$ cat config.mk
export PLATFORM = sky130hd
export DESIGN_NAME = at_command_line_classifier_unit_flat
export DESIGN_NICKNAME = d
export VERILOG_FILES = /design/src/sv/atcl_pkg.sv /design/src/sv/atcl_in_if.sv /design/src/sv/atcl_out_if.sv /design/src/sv/atcl_scanner.sv /design/src/sv/atcl_classify.sv /design/src/sv/at_command_line_classifier_unit.sv /design/src/flat_wrapper.sv
export SDC_FILE = /design/constraint.sdc
export NUM_CORES = 1
export LEC_CHECK = 0
export ABC_AREA = 1
export BUFFER_PORTS_ARGS = -buffer_cell sky130_fd_sc_hd__buf_2
export CAP_MARGIN = 20
export CELL_PAD_IN_SITES_DETAIL_PLACEMENT = 0
export CELL_PAD_IN_SITES_GLOBAL_PLACEMENT = 1
export CORE_MARGIN = 4
export CORE_UTILIZATION = 45
export CTS_CLUSTER_SIZE = 16
export DETAILED_ROUTE_END_ITERATION = 8
export PLACE_DENSITY = 0.82
export SLEW_MARGIN = 10
export SYNTH_ARGS = -nofsm -noshare
export SYNTH_HDL_FRONTEND = slang
export SYNTH_SLANG_ARGS = --single-unit
$ cat constraint.sdc
create_clock -name clk -period 5.4 [get_ports clk]
set_input_delay 1.08 -clock clk [delete_from_list [all_inputs] [get_ports clk]]
set_output_delay 1.08 -clock clk [all_outputs]
set_load 0.02 [all_outputs]
$ cat src/sv/atcl_pkg.sv
// Shared types and constants of the AT command line classifier.
package atcl_pkg;

  localparam int BUFFER_BYTES_DEF = 64;
  localparam int BYTE_W = 8;
  localparam int POS_W  = 6;
  localparam int CODE_W = 4;

  localparam logic [BYTE_W-1:0] CH_LF    = 8'd10;
  localparam logic [BYTE_W-1:0] CH_PLUS  = 8'h2B;
  localparam logic [BYTE_W-1:0] CH_EQUAL = 8'h3D;
  localparam logic [BYTE_W-1:0] CH_QUEST = 8'h3F;
  localparam logic [BYTE_W-1:0] CH_A     = 8'h41;
  localparam logic [BYTE_W-1:0] CH_Z     = 8'h5A;
  localparam logic [BYTE_W-1:0] CH_T     = 8'h54;
  localparam logic [BYTE_W-1:0] CH_E     = 8'h45;
  localparam logic [BYTE_W-1:0] CH_C     = 8'h43;
  localparam logic [BYTE_W-1:0] CH_N     = 8'h4E;
  localparam logic [BYTE_W-1:0] CH_S     = 8'h53;
  localparam logic [BYTE_W-1:0] CH_V     = 8'h56;
  localparam logic [BYTE_W-1:0] CH_R     = 8'h52;

  typedef enum logic [CODE_W-1:0] {
    RC_NO_LF, RC_NO_AT, RC_PING, RC_NO_PLUS, RC_NO_DEVICE,
    RC_E_GET, RC_E_SET, RC_C_GET, RC_C_SET, RC_N_GET, RC_N_SET,
    RC_S_GET, RC_S_SET, RC_VER, RC_RST, RC_UNKNOWN
  } result_code_t;

  // Line state after the current byte, positions already cut to the output width.
  typedef struct packed {
    logic              line_ended;
    logic              at_seen;
    logic [BYTE_W-1:0] byte_after_t;
    logic              plus_set;
    logic [POS_W-1:0]  plus_pos;
    logic [BYTE_W-1:0] device_code;
    logic              equal_set;
    logic [POS_W-1:0]  equal_pos;
    logic              quest_set;
    logic [POS_W-1:0]  quest_pos;
    logic [POS_W-1:0]  lf_pos;
  } line_state_t;

  typedef struct packed {
    result_code_t      code;
    logic [BYTE_W-1:0] device_letter;
    logic [POS_W-1:0]  plus_pos;
    logic [POS_W-1:0]  equal_pos;
    logic [POS_W-1:0]  question_pos;
    logic [POS_W-1:0]  linefeed_pos;
  } result_t;

endpackage

$ cat src/sv/atcl_in_if.sv
// Request channel carrying line bytes into the classifier.
interface atcl_in_if;
  logic                          valid;
  logic                          ready;
  logic [atcl_pkg::BYTE_W-1:0]   byte_value;
  logic                          end_of_data;

  modport source (output valid, output byte_value, output end_of_data, input ready);
  modport sink   (input valid, input byte_value, input end_of_data, output ready);
endinterface

$ cat src/sv/atcl_out_if.sv
// Result channel carrying one classification per line.
interface atcl_out_if;
  logic                          valid;
  logic                          ready;
  logic [atcl_pkg::CODE_W-1:0]   result_code;
  logic [atcl_pkg::BYTE_W-1:0]   device_letter;
  logic [atcl_pkg::POS_W-1:0]    plus_position;
  logic [atcl_pkg::POS_W-1:0]    equal_position;
  logic [atcl_pkg::POS_W-1:0]    question_position;
  logic [atcl_pkg::POS_W-1:0]    linefeed_position;

  modport source (output valid, output result_code, output device_letter,
                  output plus_position, output equal_position,
                  output question_position, output linefeed_position, input ready);
  modport sink   (input valid, input result_code, input device_letter,
                  input plus_position, input equal_position,
                  input question_position, input linefeed_position, output ready);
endinterface

$ cat src/sv/atcl_scanner.sv
// Per-byte line scanner: position and flag registers updated by each byte.
module atcl_scanner #(
  parameter int BUFFER_BYTES = atcl_pkg::BUFFER_BYTES_DEF
) (
  input  logic                        clk,
  input  logic                        rst_n,
  input  logic                        take_i,
  input  logic                        last_i,
  input  logic [atcl_pkg::BYTE_W-1:0] byte_i,
  output atcl_pkg::line_state_t       line_o
);

  localparam int IDX_W = $clog2(BUFFER_BYTES);
  localparam int CNT_W = $clog2(BUFFER_BYTES + 1);
  localparam int EXT_W = IDX_W + atcl_pkg::POS_W;

  logic [CNT_W-1:0]            byte_index_r, byte_index_nxt;
  logic                        line_ended_r, line_ended_nxt;
  logic [IDX_W-1:0]            lf_index_r, lf_index_nxt;
  logic                        prev_a_r, prev_a_nxt;
  logic                        at_seen_r, at_seen_nxt;
  logic [IDX_W-1:0]            last_t_r, last_t_nxt;
  logic [atcl_pkg::BYTE_W-1:0] after_t_r, after_t_nxt;
  logic [IDX_W-1:0]            plus_r, plus_nxt;
  logic [atcl_pkg::BYTE_W-1:0] device_r, device_nxt;
  logic [IDX_W-1:0]            equal_r, equal_nxt;
  logic [IDX_W-1:0]            quest_any_r, quest_any_nxt;
  logic [IDX_W-1:0]            quest_eq_r, quest_eq_nxt;
  logic [IDX_W-1:0]            idx;
  logic                        in_range;

  function automatic logic [atcl_pkg::POS_W-1:0] to_pos(input logic [IDX_W-1:0] p);
    logic [EXT_W-1:0] ext;
    ext = EXT_W'(p);
    return ext[atcl_pkg::POS_W-1:0];
  endfunction

  assign idx      = byte_index_r[IDX_W-1:0];
  assign in_range = byte_index_r < CNT_W'(BUFFER_BYTES);

  always_comb begin
    byte_index_nxt = byte_index_r;
    line_ended_nxt = line_ended_r;
    lf_index_nxt   = lf_index_r;
    prev_a_nxt     = prev_a_r;
    at_seen_nxt    = at_seen_r;
    last_t_nxt     = last_t_r;
    after_t_nxt    = after_t_r;
    plus_nxt       = plus_r;
    device_nxt     = device_r;
    equal_nxt      = equal_r;
    quest_any_nxt  = quest_any_r;
    quest_eq_nxt   = quest_eq_r;
    if (!line_ended_r && in_range) begin
      byte_index_nxt = byte_index_r + 1'b1;
      if (idx != '0 && last_t_r == idx - 1'b1) begin
        after_t_nxt = byte_i;
      end
      if (idx != '0 && byte_i == atcl_pkg::CH_LF) begin
        line_ended_nxt = 1'b1;
        lf_index_nxt   = idx;
        prev_a_nxt     = 1'b0;
      end else begin
        if (byte_i == atcl_pkg::CH_T) begin
          if (prev_a_r) begin
            at_seen_nxt = 1'b1;
          end
          last_t_nxt   = idx;
          plus_nxt     = '0;
          device_nxt   = '0;
          equal_nxt    = '0;
          quest_eq_nxt = quest_any_r;
        end else if (byte_i == atcl_pkg::CH_PLUS) begin
          plus_nxt     = idx;
          device_nxt   = '0;
          equal_nxt    = '0;
          quest_eq_nxt = quest_any_r;
        end else if (byte_i == atcl_pkg::CH_EQUAL) begin
          if (plus_r != '0) begin
            equal_nxt    = idx;
            quest_eq_nxt = '0;
          end
        end else if (byte_i == atcl_pkg::CH_QUEST) begin
          quest_any_nxt = idx;
          quest_eq_nxt  = idx;
        end else if (byte_i >= atcl_pkg::CH_A && byte_i <= atcl_pkg::CH_Z) begin
          if (plus_r != '0 && device_r == '0) begin
            device_nxt = byte_i;
          end
        end
        prev_a_nxt = (byte_i == atcl_pkg::CH_A);
      end
    end
  end

  always_comb begin
    line_o.line_ended   = line_ended_nxt;
    line_o.at_seen      = at_seen_nxt;
    line_o.byte_after_t = after_t_nxt;
    line_o.plus_set     = (plus_nxt != '0);
    line_o.plus_pos     = to_pos(plus_nxt);
    line_o.device_code  = device_nxt;
    line_o.equal_set    = (equal_nxt != '0);
    line_o.equal_pos    = to_pos(equal_nxt);
    line_o.quest_set    = (quest_eq_nxt != '0);
    line_o.quest_pos    = to_pos(quest_eq_nxt);
    line_o.lf_pos       = to_pos(lf_index_nxt);
  end

  // A line's last byte returns everything to the reset state.
  always_ff @(posedge clk) begin
    if (!rst_n || (take_i && last_i)) begin
      byte_index_r <= '0;
      line_ended_r <= 1'b0;
      lf_index_r   <= '0;
      prev_a_r     <= 1'b0;
      at_seen_r    <= 1'b0;
      last_t_r     <= '0;
      after_t_r    <= '0;
      plus_r       <= '0;
      device_r     <= '0;
      equal_r      <= '0;
      quest_any_r  <= '0;
      quest_eq_r   <= '0;
    end else if (take_i) begin
      byte_index_r <= byte_index_nxt;
      line_ended_r <= line_ended_nxt;
      lf_index_r   <= lf_index_nxt;
      prev_a_r     <= prev_a_nxt;
      at_seen_r    <= at_seen_nxt;
      last_t_r     <= last_t_nxt;
      after_t_r    <= after_t_nxt;
      plus_r       <= plus_nxt;
      device_r     <= device_nxt;
      equal_r      <= equal_nxt;
      quest_any_r  <= quest_any_nxt;
      quest_eq_r   <= quest_eq_nxt;
    end
  end

endmodule

$ cat src/sv/atcl_classify.sv
// Result decode from the line state after the last byte.
module atcl_classify (
  input  atcl_pkg::line_state_t line_i,
  output atcl_pkg::result_t     res_o
);

  logic is_set;

  assign is_set = line_i.equal_set && !line_i.quest_set;

  always_comb begin
    res_o = '0;
    res_o.code = atcl_pkg::RC_NO_LF;
    if (line_i.line_ended) begin
      res_o.linefeed_pos = line_i.lf_pos;
      if (!line_i.at_seen) begin
        res_o.code = atcl_pkg::RC_NO_AT;
      end else if (line_i.byte_after_t == atcl_pkg::CH_LF ||
                   line_i.byte_after_t == atcl_pkg::CH_QUEST) begin
        res_o.code = atcl_pkg::RC_PING;
      end else if (!line_i.plus_set) begin
        res_o.code = atcl_pkg::RC_NO_PLUS;
      end else if (line_i.device_code == '0) begin
        res_o.code     = atcl_pkg::RC_NO_DEVICE;
        res_o.plus_pos = line_i.plus_pos;
      end else begin
        res_o.plus_pos      = line_i.plus_pos;
        res_o.device_letter = line_i.device_code;
        res_o.equal_pos     = line_i.equal_pos;
        res_o.question_pos  = line_i.quest_pos;
        case (line_i.device_code)
          atcl_pkg::CH_E: res_o.code = is_set ? atcl_pkg::RC_E_SET : atcl_pkg::RC_E_GET;
          atcl_pkg::CH_C: res_o.code = is_set ? atcl_pkg::RC_C_SET : atcl_pkg::RC_C_GET;
          atcl_pkg::CH_N: res_o.code = is_set ? atcl_pkg::RC_N_SET : atcl_pkg::RC_N_GET;
          atcl_pkg::CH_S: res_o.code = is_set ? atcl_pkg::RC_S_SET : atcl_pkg::RC_S_GET;
          atcl_pkg::CH_V: res_o.code = atcl_pkg::RC_VER;
          atcl_pkg::CH_R: res_o.code = atcl_pkg::RC_RST;
          default:        res_o.code = atcl_pkg::RC_UNKNOWN;
        endcase
      end
    end
  end

endmodule

$ cat src/sv/at_command_line_classifier_unit.sv
// Top level of the AT command line classifier.
// Takes one byte of a command line per cycle and, on the byte flagged end_of_data,
// delivers one result: a command code, the device letter and the positions of the
// '+', '=', '?' and line feed. Bytes after the first BUFFER_BYTES of a line, and
// bytes after the terminating line feed, are ignored; every end_of_data byte ends
// its line, and the next byte starts a fresh one. A byte request is registered in
// the s1 stage and scanned against the line state when it leaves that stage; if it
// ends the line, its result is written to the output register in that same cycle.
// Throughput is one byte per cycle, set by the update of the scanner state registers
// on each taken byte; input is held only while a line's last byte waits for a
// finished result that has not yet been taken.
module at_command_line_classifier_unit #(
  parameter int BUFFER_BYTES = atcl_pkg::BUFFER_BYTES_DEF
) (
  input  logic       clk,
  input  logic       rst_n,
  atcl_in_if.sink    in_ch,
  atcl_out_if.source out_ch
);

  logic                        s1_valid_r;
  logic [atcl_pkg::BYTE_W-1:0] s1_byte_r;
  logic                        s1_eod_r;
  logic                        out_valid_r;
  atcl_pkg::result_t           out_res_r;
  atcl_pkg::line_state_t       line_state;
  atcl_pkg::result_t           res;
  logic                        out_free;
  logic                        s1_fire;

  assign out_free    = !out_valid_r || out_ch.ready;
  assign s1_fire     = s1_valid_r && (!s1_eod_r || out_free);
  assign in_ch.ready = !s1_valid_r || s1_fire;

  always_ff @(posedge clk) begin
    if (!rst_n) begin
      s1_valid_r <= 1'b0;
    end else if (in_ch.ready) begin
      s1_valid_r <= in_ch.valid;
    end
  end

  always_ff @(posedge clk) begin
    if (in_ch.valid && in_ch.ready) begin
      s1_byte_r <= in_ch.byte_value;
      s1_eod_r  <= in_ch.end_of_data;
    end
  end

  atcl_scanner #(
    .BUFFER_BYTES(BUFFER_BYTES)
  ) u_scanner (
    .clk    (clk),
    .rst_n  (rst_n),
    .take_i (s1_fire),
    .last_i (s1_eod_r),
    .byte_i (s1_byte_r),
    .line_o (line_state)
  );

  atcl_classify u_classify (
    .line_i (line_state),
    .res_o  (res)
  );

  always_ff @(posedge clk) begin
    if (!rst_n) begin
      out_valid_r <= 1'b0;
    end else if (s1_fire && s1_eod_r) begin
      out_valid_r <= 1'b1;
    end else if (out_ch.ready) begin
      out_valid_r <= 1'b0;
    end
  end

  always_ff @(posedge clk) begin
    if (s1_fire && s1_eod_r) begin
      out_res_r <= res;
    end
  end

  assign out_ch.valid             = out_valid_r;
  assign out_ch.result_code       = out_res_r.code;
  assign out_ch.device_letter     = out_res_r.device_letter;
  assign out_ch.plus_position     = out_res_r.plus_pos;
  assign out_ch.equal_position    = out_res_r.equal_pos;
  assign out_ch.question_position = out_res_r.question_pos;
  assign out_ch.linefeed_position = out_res_r.linefeed_pos;

`ifndef SYNTH
  a_no_lf_fields: assert property (@(posedge clk) disable iff (!rst_n)
    out_valid_r && out_res_r.code == atcl_pkg::RC_NO_LF |->
      out_res_r.linefeed_pos == '0 && out_res_r.plus_pos == '0 &&
      out_res_r.device_letter == '0)
    else $error("no-line-feed result carries nonzero fields");

  a_device_present: assert property (@(posedge clk) disable iff (!rst_n)
    out_valid_r && out_res_r.code >= atcl_pkg::RC_E_GET |->
      out_res_r.device_letter != '0)
    else $error("device code without device letter");

  a_end_gives_result: assert property (@(posedge clk) disable iff (!rst_n)
    s1_fire && s1_eod_r |=> out_valid_r)
    else $error("end of line request produced no result");
`endif

endmodule

$ cat src/flat_wrapper.sv
// flat-port wrapper written by rule: the top's interface ports become plain ports
module at_command_line_classifier_unit_flat 
#(
  parameter int BUFFER_BYTES = atcl_pkg::BUFFER_BYTES_DEF
)
  (clk, rst_n, in_ch_valid, in_ch_byte_value, in_ch_end_of_data, in_ch_ready, out_ch_valid, out_ch_result_code, out_ch_device_letter, out_ch_plus_position, out_ch_equal_position, out_ch_question_position, out_ch_linefeed_position, out_ch_ready);
  atcl_in_if in_ch_i ();
  atcl_out_if out_ch_i ();
  input  logic clk;
  input  logic rst_n;
  input wire logic [$bits(in_ch_i.valid)-1:0] in_ch_valid;
  input wire logic [$bits(in_ch_i.byte_value)-1:0] in_ch_byte_value;
  input wire logic [$bits(in_ch_i.end_of_data)-1:0] in_ch_end_of_data;
  output wire logic [$bits(in_ch_i.ready)-1:0] in_ch_ready;
  output wire logic [$bits(out_ch_i.valid)-1:0] out_ch_valid;
  output wire logic [$bits(out_ch_i.result_code)-1:0] out_ch_result_code;
  output wire logic [$bits(out_ch_i.device_letter)-1:0] out_ch_device_letter;
  output wire logic [$bits(out_ch_i.plus_position)-1:0] out_ch_plus_position;
  output wire logic [$bits(out_ch_i.equal_position)-1:0] out_ch_equal_position;
  output wire logic [$bits(out_ch_i.question_position)-1:0] out_ch_question_position;
  output wire logic [$bits(out_ch_i.linefeed_position)-1:0] out_ch_linefeed_position;
  input wire logic [$bits(out_ch_i.ready)-1:0] out_ch_ready;
  assign in_ch_i.valid = in_ch_valid;
  assign in_ch_i.byte_value = in_ch_byte_value;
  assign in_ch_i.end_of_data = in_ch_end_of_data;
  assign in_ch_ready = in_ch_i.ready;
  assign out_ch_valid = out_ch_i.valid;
  assign out_ch_result_code = out_ch_i.result_code;
  assign out_ch_device_letter = out_ch_i.device_letter;
  assign out_ch_plus_position = out_ch_i.plus_position;
  assign out_ch_equal_position = out_ch_i.equal_position;
  assign out_ch_question_position = out_ch_i.question_position;
  assign out_ch_linefeed_position = out_ch_i.linefeed_position;
  assign out_ch_i.ready = out_ch_ready;
  at_command_line_classifier_unit #(.BUFFER_BYTES(BUFFER_BYTES)) u_core (.clk(clk), .rst_n(rst_n), .in_ch(in_ch_i), .out_ch(out_ch_i));
endmodule
==> results of run 1 <==
-- path summary, 6_finish.rpt --
kind	startpoint	endpoint	slack [ns]
setup / recovery	u_core.u_scanner.byte_index_r[0]	u_core.out_ch.question_position[1]	1.64
hold / removal	u_core.u_scanner.prev_a_r	u_core.u_scanner.prev_a_r	0.49
setup reg to reg	u_core.u_scanner.byte_index_r[0]	u_core.out_ch.question_position[1]	1.64
hold reg to reg	u_core.u_scanner.prev_a_r	u_core.u_scanner.prev_a_r	0.49
-- final cells by class --
class / instances / share of cell area (%)
clock buffers: 9 / 3.652
clock inverters: 7 / 1.217
inverters: 122 / 7.425
multi-input cells: 450 / 37.37
flip-flops and latches: 109 / 42.69
well taps: 147 / 2.982
repair buffers: 55 / 4.666
-- power by group through the flow --
stage	sequential [uW]	clock, uW	combinational [uW]
finish	899	673	204
floorplan	918	0	150
global placement	917	0	198
detailed placement	918	0	203
global route	903	720	234
CTS	899	690	205
-- placed cells by master (no fill, tap or decap), types with 3 or more instances in the layout --
cell type / synthesis / layout
inv_1: 110 / 110
nor2_1: 101 / 101
nand2_1: 99 / 99
dfxtp_1: 64 / 64
buf_2: 0 / 50
edfxtp_1: 45 / 45
a21oi_1: 42 / 42
o21ai_0: 42 / 42
nor2_2: 32 / 32
nand3_1: 26 / 26
o211ai_1: 15 / 15
o21ai_1: 14 / 14
o22ai_1: 12 / 12
a211oi_1: 12 / 12
clkbuf_16: 0 / 9
inv_2: 8 / 8
nor3_1: 7 / 7
nand4_1: 7 / 7
buf_4: 1 / 5
clkinv_1: 4 / 4
nand3_2: 4 / 4
nand2_2: 4 / 4
xor2_1: 4 / 4
nor2_4: 3 / 3
o21a_1: 3 / 3
xnor2_1: 3 / 3
clkinvlp_4: 0 / 3
-- metrics by stage --
step           util (%)  hold WS [ns]  power (uW)
5_1_grt           51.34        0.5240        1856
3_3_place_gp      48.84        0.4801        1115
3_5_place_dp      48.84        0.4823        1121
2_1_floorplan         -        0.4461        1068
6_report          51.34        0.4938        1776
4_1_cts           51.34        0.4966        1794
-- layer usage --
layer  track usage, %  vias up
met3            3.158       23
met4            8.834        0
met2            30.98      117
li1                 -     2400
met1            25.72     2098
met5                0        -
-- logic make-up (layout without fill, tap and decap cells) --
logic type	count (synthesis)	in the layout	synth area share, %
flip-flops	109	109	47.67
adder cells (fa/ha/maj)	2	2	0.4530
XOR/XNOR	7	7	1.110
AND/OR/NAND/NOR	288	288	23.74
buffers and inverters	145	193	10.60
AO/OA/AOI/OAI	153	153	16.43
-- flip-flops by register name (all words and copies together), names as in the netlist, 4 cells and up --
signal / count
u_core.u_scanner.equal_r: 6
u_core.u_scanner.last_t_r: 6
u_core.u_scanner.after_t_r: 8
u_core.out_ch.result_code: 4
u_core.out_ch.linefeed_position: 6
u_core.out_ch.equal_position: 6
u_core.u_scanner.quest_eq_r: 6
u_core.out_ch.device_letter: 8
u_core.u_scanner.plus_r: 6
u_core.out_ch.question_position: 6
u_core.out_ch.plus_position: 6
u_core.u_scanner.byte_index_r: 7
u_core.u_scanner.device_r: 8
u_core.s1_byte_r: 8
u_core.u_scanner.quest_any_r: 6
u_core.u_scanner.lf_index_r: 6
-- worst reg2reg max path: cells and delay by family, from the launching register on --
family	cells	cell delay [ns]
and+or+nand+nor	8	1.60
buffers and inverters	1	0.40
xor gates and xnor gates	1	0.15
DFF	1	0.45
adders and majority gates	1	0.46
AOI/OAI and AO/OA	3	0.56
==> results_tabular.tex, run 1 <==
\begin{tabular}{lr}
\hline
Metric & Value \\
\hline
\multicolumn{2}{l}{\textbf{Worst setup path}} \\
Library cell contributing the largest single delay on the critical path & nand3\_2 \\
Depth of the critical timing path with buffers and inverters included & 14 \\
Delay of the slowest cell on the worst path & a little under 0.5 ns \\
Startpoint kind of the worst setup timing path & register \\
Maximum fanout along the worst path & 20 \\
Required time of the worst setup path & roughly 5.6 ns \\
FF-to-FF path depth & 14 \\
Critical path arrival & approximately 4.0 ns \\
Number of buffer and inverter instances along the worst setup path & 1 \\
Top Family by Delay on Critical Path & simple AND/OR/NAND/NOR gates \\
List of cells traversed by the critical path & clkinv\_1 -> ha\_1 -> xnor2\_1 -> nor3\_2 -> nand3\_1 -> nor2\_1 -> nand3b\_4 -> o21ai\_1 -> nor2\_1 -> nand3\_1 -> o31ai\_2 -> a21boi\_2 -> nand3\_2 -> nor2\_2 \\
Worst Path Class, Setup & reg2reg \\
Endpoint type of the worst setup path & register \\
\multicolumn{2}{l}{\textbf{Clocking}} \\
Number of buffers created by CTS & 9 \\
Number of clock sinks & 109 \\
Number of instances resized during post-cts repair & 0 \\
Clock latency on the worst-skew pair & $\sim$0.36 ns \\
CTS hold repair buffers & 0 \\
Maximum buffer depth of the clock tree & 2 \\
Buffers inserted during post-CTS setup optimization & 0 \\
TritonCTS clock tree & yes \\
Clock slew at the register clock pins of the worst setup and hold paths & around 0.070 ns \\
Root Buffer Master & clkbuf\_16 \\
Number of levels the H-tree was split into & 3 \\
\multicolumn{2}{l}{\textbf{Placement}} \\
Detailed placer's ending HPWL & 9275 um \\
Placer's final routability congestion estimate & 0.8986 \\
Worst Setup Slack post-DPL & 1.643 ns \\
Placed cell area & about 5900 um2 \\
Number of placed instances with taps included & 883 \\
\# port buffers & 50 \\
\multicolumn{2}{l}{\textbf{Global routing}} \\
Global-route congestion overflow total & 0 \\
Total routing resource utilization after global routing & just under 20\% \\
First-pass GRT wire length & between 20000 and 25000 um \\
Vias in the first global route & roughly 4400 \\
Pin count of the biggest net entering global routing & 43 \\
Number of antenna violations at the first check in global routing & 0 \\
\multicolumn{2}{l}{\textbf{Power and ir drop}} \\
Sw Ratio & 26.40\% \\
Reg power frac & 50.6\% \\
Static leakage power & approximately 0.0027 uW \\
Part of the power in combinational logic & 11.5\% \\
Maximum vdd ir drop & 0.1487 mV \\
Internal Power & about 1300 uW \\
Power share of the clock group & between 30\% and 40\% \\
PwrDens & a little under 300 nW/um2 \\
Power spent charging and discharging nets & 469.0 uW \\
\multicolumn{2}{l}{\textbf{Layout}} \\
Post-route cell area & 6167 um2 \\
Number of antenna repair diodes & 0 \\
Multi-input combinational cell area & $\sim$2300 um2 \\
Growth of design area from synthesis to finish & 11.67\% \\
Number of non-filler instances in the completed layout & approximately 900 \\
Sequential cell area & roughly 2600 um2 \\
Fillers & around 1200 \\
Share of post-route cells with drive strength above 1 & about 17\% \\
NumNets Final & between 700 and 800 \\
\multicolumn{2}{l}{\textbf{Floorplanning}} \\
Placeable core region & approximately 12000 um2 \\
Starting density of the core & 45.98\% \\
Die extent in x & around 120 um \\
Row cnt & 40 \\
Area of the die & around 14000 um2 \\
Die Y-Extent & 118.8 um \\
Count of pins on the block boundary & roughly 50 \\
\multicolumn{2}{l}{\textbf{Synthesis}} \\
Top flip-flop cell by instance count after synthesis & dfxtp\_1 \\
Biggest area contributors in the synthesized netlist & edfxtp\_1 (24\%), dfxtp\_1 (23\%), inv\_1 (7.5\%) \\
Sequential element share of the synthesized area & between 40\% and 50\% \\
Post-synthesis net count & a little over 700 \\
Top cells by count, synth & inv\_1 (110), nor2\_1 (101), nand2\_1 (99) \\
Number of flip-flops and latches in the synthesized netlist & 109 \\
Number of distinct library cells after synthesis & between 40 and 50 \\
Mean instance size in the synthesized netlist & 7.845 um2 \\
Cell area after synthesis & between 5000 and 6000 um2 \\
Cell type with the highest aggregate area in the netlist & edfxtp\_1 \\
Yosys warning total & 0 \\
Number of enable flip-flop cells after synthesis & 45 \\
Top cell type's share of synthesized area & approximately a quarter \\
Cell with the most instances after synthesis & inv\_1 \\
Async set-or-reset flop fraction in the synthesized netlist & 0\% \\
Number of standard cells after synthesis & roughly 700 \\
\multicolumn{2}{l}{\textbf{Routing}} \\
Met3 Wirelength & 556 um \\
Via count & 4638 \\
Wire length after detailed routing & 12860 um \\
Number of detailed-route iterations in the first pass & 5 \\
Post-detailed-route count of antenna-violating nets & 0 \\
Metal1 wirelength & between 6000 and 7000 um \\
Mean routed wirelength per cell & 14.30 um \\
Uppermost routed layer & met4 \\
DRC violation count after routing & 0 \\
Vias/cell & 5.159 \\
1st-iter DRT viols & roughly 280 \\
Detail Route met2 WL & just under 6000 um \\
\multicolumn{2}{l}{\textbf{Flow run}} \\
Number of max-capacitance violations reported & 0 \\
\multicolumn{2}{l}{\textbf{Timing}} \\
Max-slew headroom & 46.16\% \\
Portion of the clock cycle consumed by the worst path in the final layout & a little over two thirds \\
Unrepaired setup endpoints after global routing & no \\
FMAX & roughly 270 MHz \\
Number of max-slew violations in the final report & 0 \\
Final hold viol count & 0 \\
Actual slew at the worst max-slew pin & roughly 0.8 ns \\
Worst Skew & 0.008872 ns \\
Setup TNS & 0 ns \\
Worst Slack Setup Final & approximately 1.6 ns \\
Final setup violation count & 0 \\
Final worst path period need & approximately 3.8 ns \\
\multicolumn{2}{l}{\textbf{Min path}} \\
Worst min-delay path class & reg2reg \\
Cells on Worst Hold Path & 2 \\
\multicolumn{2}{l}{\textbf{Run status}} \\
Run status & completed \\
\hline
\end{tabular}
Note: power is estimated with default switching activity, not from simulation.
==> run 2: changes to the inputs <==
--- a/config.mk
+++ b/config.mk
@@ -11,10 +11,10 @@
 export CELL_PAD_IN_SITES_DETAIL_PLACEMENT = 0
 export CELL_PAD_IN_SITES_GLOBAL_PLACEMENT = 1
 export CORE_MARGIN = 4
-export CORE_UTILIZATION = 45
+export CORE_UTILIZATION = 44
 export CTS_CLUSTER_SIZE = 16
 export DETAILED_ROUTE_END_ITERATION = 8
-export PLACE_DENSITY = 0.82
+export PLACE_DENSITY = 0.8
 export SLEW_MARGIN = 10
 export SYNTH_ARGS = -nofsm -noshare
 export SYNTH_HDL_FRONTEND = slang
==> constraint.sdc (replaced) <==
create_clock -name clk -period 3.46 [get_ports clk]
set_input_delay 0.692 -clock clk [delete_from_list [all_inputs] [get_ports clk]]
set_output_delay 0.692 -clock clk [all_outputs]
set_load 0.02 [all_outputs]
==> results_tabular.tex, run 2 (same netlist as run 1, synthesis figures left out) <==
\begin{tabular}{lr}
\hline
Metric & Value \\
\hline
\multicolumn{2}{l}{\textbf{Run status}} \\
Run status & completed \\
\multicolumn{2}{l}{\textbf{Timing}} \\
Unrepaired setup endpoints after global routing & no \\
FMAX & between 300 and 400 MHz \\
Number of max-slew violations in the final report & 0 \\
Setup TNS & 0 ns \\
Portion of the clock cycle consumed by the worst path in the final layout & roughly 89\% \\
Max-slew headroom & 43.31\% \\
Final setup violation count & 0 \\
Final hold viol count & 0 \\
Worst Skew & just under 0.007 ns \\
Actual slew at the worst max-slew pin & approximately 0.85 ns \\
Final worst path period need & 3.086 ns \\
\multicolumn{2}{l}{\textbf{Power and ir drop}} \\
Part of the power in combinational logic & 11.5\% \\
Power spent charging and discharging nets & 735.2 uW \\
PwrDens & 452.8 nW/um2 \\
Reg power frac & between 40\% and 50\% \\
Sw Ratio & between 20\% and 30\% \\
Internal Power & 2120 uW \\
Maximum vdd ir drop & roughly 0.32 mV \\
Static leakage power & between 0.002 and 0.003 uW \\
Power share of the clock group & around two fifths \\
\multicolumn{2}{l}{\textbf{Floorplanning}} \\
Die Y-Extent & between 100 and 150 um \\
Starting density of the core & between 40 and 50\% \\
Area of the die & 14410 um2 \\
Die extent in x & 120.0 um \\
Count of pins on the block boundary & 51 \\
Placeable core region & 12160 um2 \\
Row cnt & 40 \\
\multicolumn{2}{l}{\textbf{Placement}} \\
Placer's final routability congestion estimate & $\sim$0.87 \\
Detailed placer's ending HPWL & 9778 um \\
\# port buffers & 50 \\
\multicolumn{2}{l}{\textbf{Layout}} \\
Most frequent cells in the layout & inv\_1 (110), nor2\_1 (101), nand2\_1 (99), dfxtp\_1 (64), buf\_2 (50) \\
NumNets Final & 772 \\
Commonest non-fill, non-tap cell in the layout & inv\_1 \\
Fillers & about 1200 \\
Final standard cell utilization of the core & $\sim$52\% \\
Share of post-route cells with drive strength above 1 & between 10\% and 20\% \\
Number of antenna repair diodes & 0 \\
Growth of design area from synthesis to finish & 14.16\% \\
\multicolumn{2}{l}{\textbf{Min path}} \\
Cells on Worst Hold Path & 2 \\
Worst min-delay path class & reg2reg \\
\multicolumn{2}{l}{\textbf{Clocking}} \\
Clock latency on the worst-skew pair & 0.36 ns \\
Number of instances resized during post-cts repair & 0 \\
CTS hold repair buffers & 0 \\
Number of buffers created by CTS & 9 \\
Maximum buffer depth of the clock tree & 2 \\
Number of clock sinks & roughly 110 \\
TritonCTS clock tree & yes \\
Buffers inserted during post-CTS setup optimization & 0 \\
Root Buffer Master & clkbuf\_16 \\
Number of levels the H-tree was split into & 3 \\
Clock slew at the register clock pins of the worst setup and hold paths & about 0.07 ns \\
\multicolumn{2}{l}{\textbf{Worst setup path}} \\
Maximum fanout along the worst path & 20 \\
Reg2reg setup slack & between 0.3 and 0.4 ns \\
Worst Path Class, Setup & reg2reg \\
Timing endpoint of the critical path & u\_core.out\_ch.equal\_position[3] \\
Worst R2R End & u\_core.out\_ch.equal\_position[3] \\
Required time of the worst setup path & 3.58 ns \\
FF-to-FF path depth & 14 \\
Critical path arrival & approximately 3.2 ns \\
Endpoint type of the worst setup path & register \\
Launching element of the worst setup path & u\_core.u\_scanner.byte\_index\_r[0] \\
Startpoint kind of the worst setup timing path & register \\
FF-to-FF Start & u\_core.u\_scanner.byte\_index\_r[0] \\
\multicolumn{2}{l}{\textbf{Routing}} \\
Via count & $\sim$4600 \\
DRC violation count after routing & 0 \\
Post-detailed-route count of antenna-violating nets & 0 \\
Vias/cell & between 4 and 5 \\
Number of detailed-route iterations in the first pass & 6 \\
1st-iter DRT viols & around 280 \\
Wire length after detailed routing & approximately 13000 um \\
Mean routed wirelength per cell & roughly 14 um \\
\multicolumn{2}{l}{\textbf{Global routing}} \\
Number of antenna violations at the first check in global routing & 0 \\
Global-route congestion overflow total & 0 \\
Vias in the first global route & around 4400 \\
Pin count of the biggest net entering global routing & 43 \\
Total routing resource utilization after global routing & 19.63\% \\
First-pass GRT wire length & 22090 um \\
\multicolumn{2}{l}{\textbf{Flow run}} \\
Number of max-capacitance violations reported & 0 \\
\hline
\end{tabular}
## run 2: changes by cell type in the layout (fill, tap and decap cells not counted)
cell	before	now
buf_12	0	1
buf_4	5	14
clkinvlp_4	3	1
clkinv_4	1	2
bufinv_16	1	2
## run 2: final cells by class
cell class | count | area, um2 | area share [%]
clock inverters | 7 | 98.84 | 1.568
well taps | 168 | 210.2 | 3.334
multi-input cells | 450 | 2305 | 36.55
repair buffers | 65 | 375.4 | 5.954
clock buffers | 9 | 225.2 | 3.572
flip-flops and latches | 109 | 2633 | 41.75
inverters | 122 | 457.9 | 7.263
## run 2: per-stage QoR
stage / cell area [um2] / power (uW) / cells / hold WS (ns) / setup slack [ns]
after floorplan: 5523 / 1667 / 704 / 0.4461 / 0.7227
after global placement: 5981 / 1756 / 914 / 0.4754 / 0.4081
after detailed placement: 5981 / 1760 / 914 / 0.4807 / 0.3699
after CTS: 6305 / 2878 / 930 / 0.4919 / 0.3512
after global routing: 6305 / 2980 / 930 / 0.4909 / 0.03653
final: 6305 / 2855 / 930 / 0.4899 / 0.3740
## run 2: routing by layer
layer	GRT usage, %	part of all wire (%)
met3	3.063	4.3
met4	7.802	2.2
met2	32.35	46
met1	25.83	47
met5	0	0
## run 2: worst max-delay path: stages, from the launching register on
cell,delay [ns]
dfxtp_1,0.43
clkinv_1,0.12
ha_1,0.34
xnor2_1,0.15
nor3_2,0.10
nand3_1,0.09
nor2_1,0.19
nand3b_4,0.22
o21ai_1,0.28
nand2_1,0.10
o31ai_2,0.35
a21boi_2,0.13
nand3_2,0.11
buf_12,0.18
nor2_2,0.05
## run 2: power groups by stage
stage                     logic (uW)  clock network [uW]  registers [uW]
final                            328                1120            1400
after global routing             376                1200            1410
after CTS                        330                1150            1400
after detailed placement         329                   0            1430
after global placement           326                   0            1430
after floorplan                  234                   0            1430
## run 2: how the worst min path moves through the flow
stage | startpoint | endpoint
after CTS | in_ch_byte_value[1] | u_core.s1_byte_r[1]
after global routing | in_ch_byte_value[5] | u_core.s1_byte_r[5]
final | u_core.u_scanner.prev_a_r | u_core.u_scanner.prev_a_r
after global placement | u_core.u_scanner.prev_a_r | u_core.u_scanner.prev_a_r
after floorplan | u_core.u_scanner.prev_a_r | u_core.u_scanner.prev_a_r
after detailed placement | u_core.u_scanner.prev_a_r | u_core.u_scanner.prev_a_r
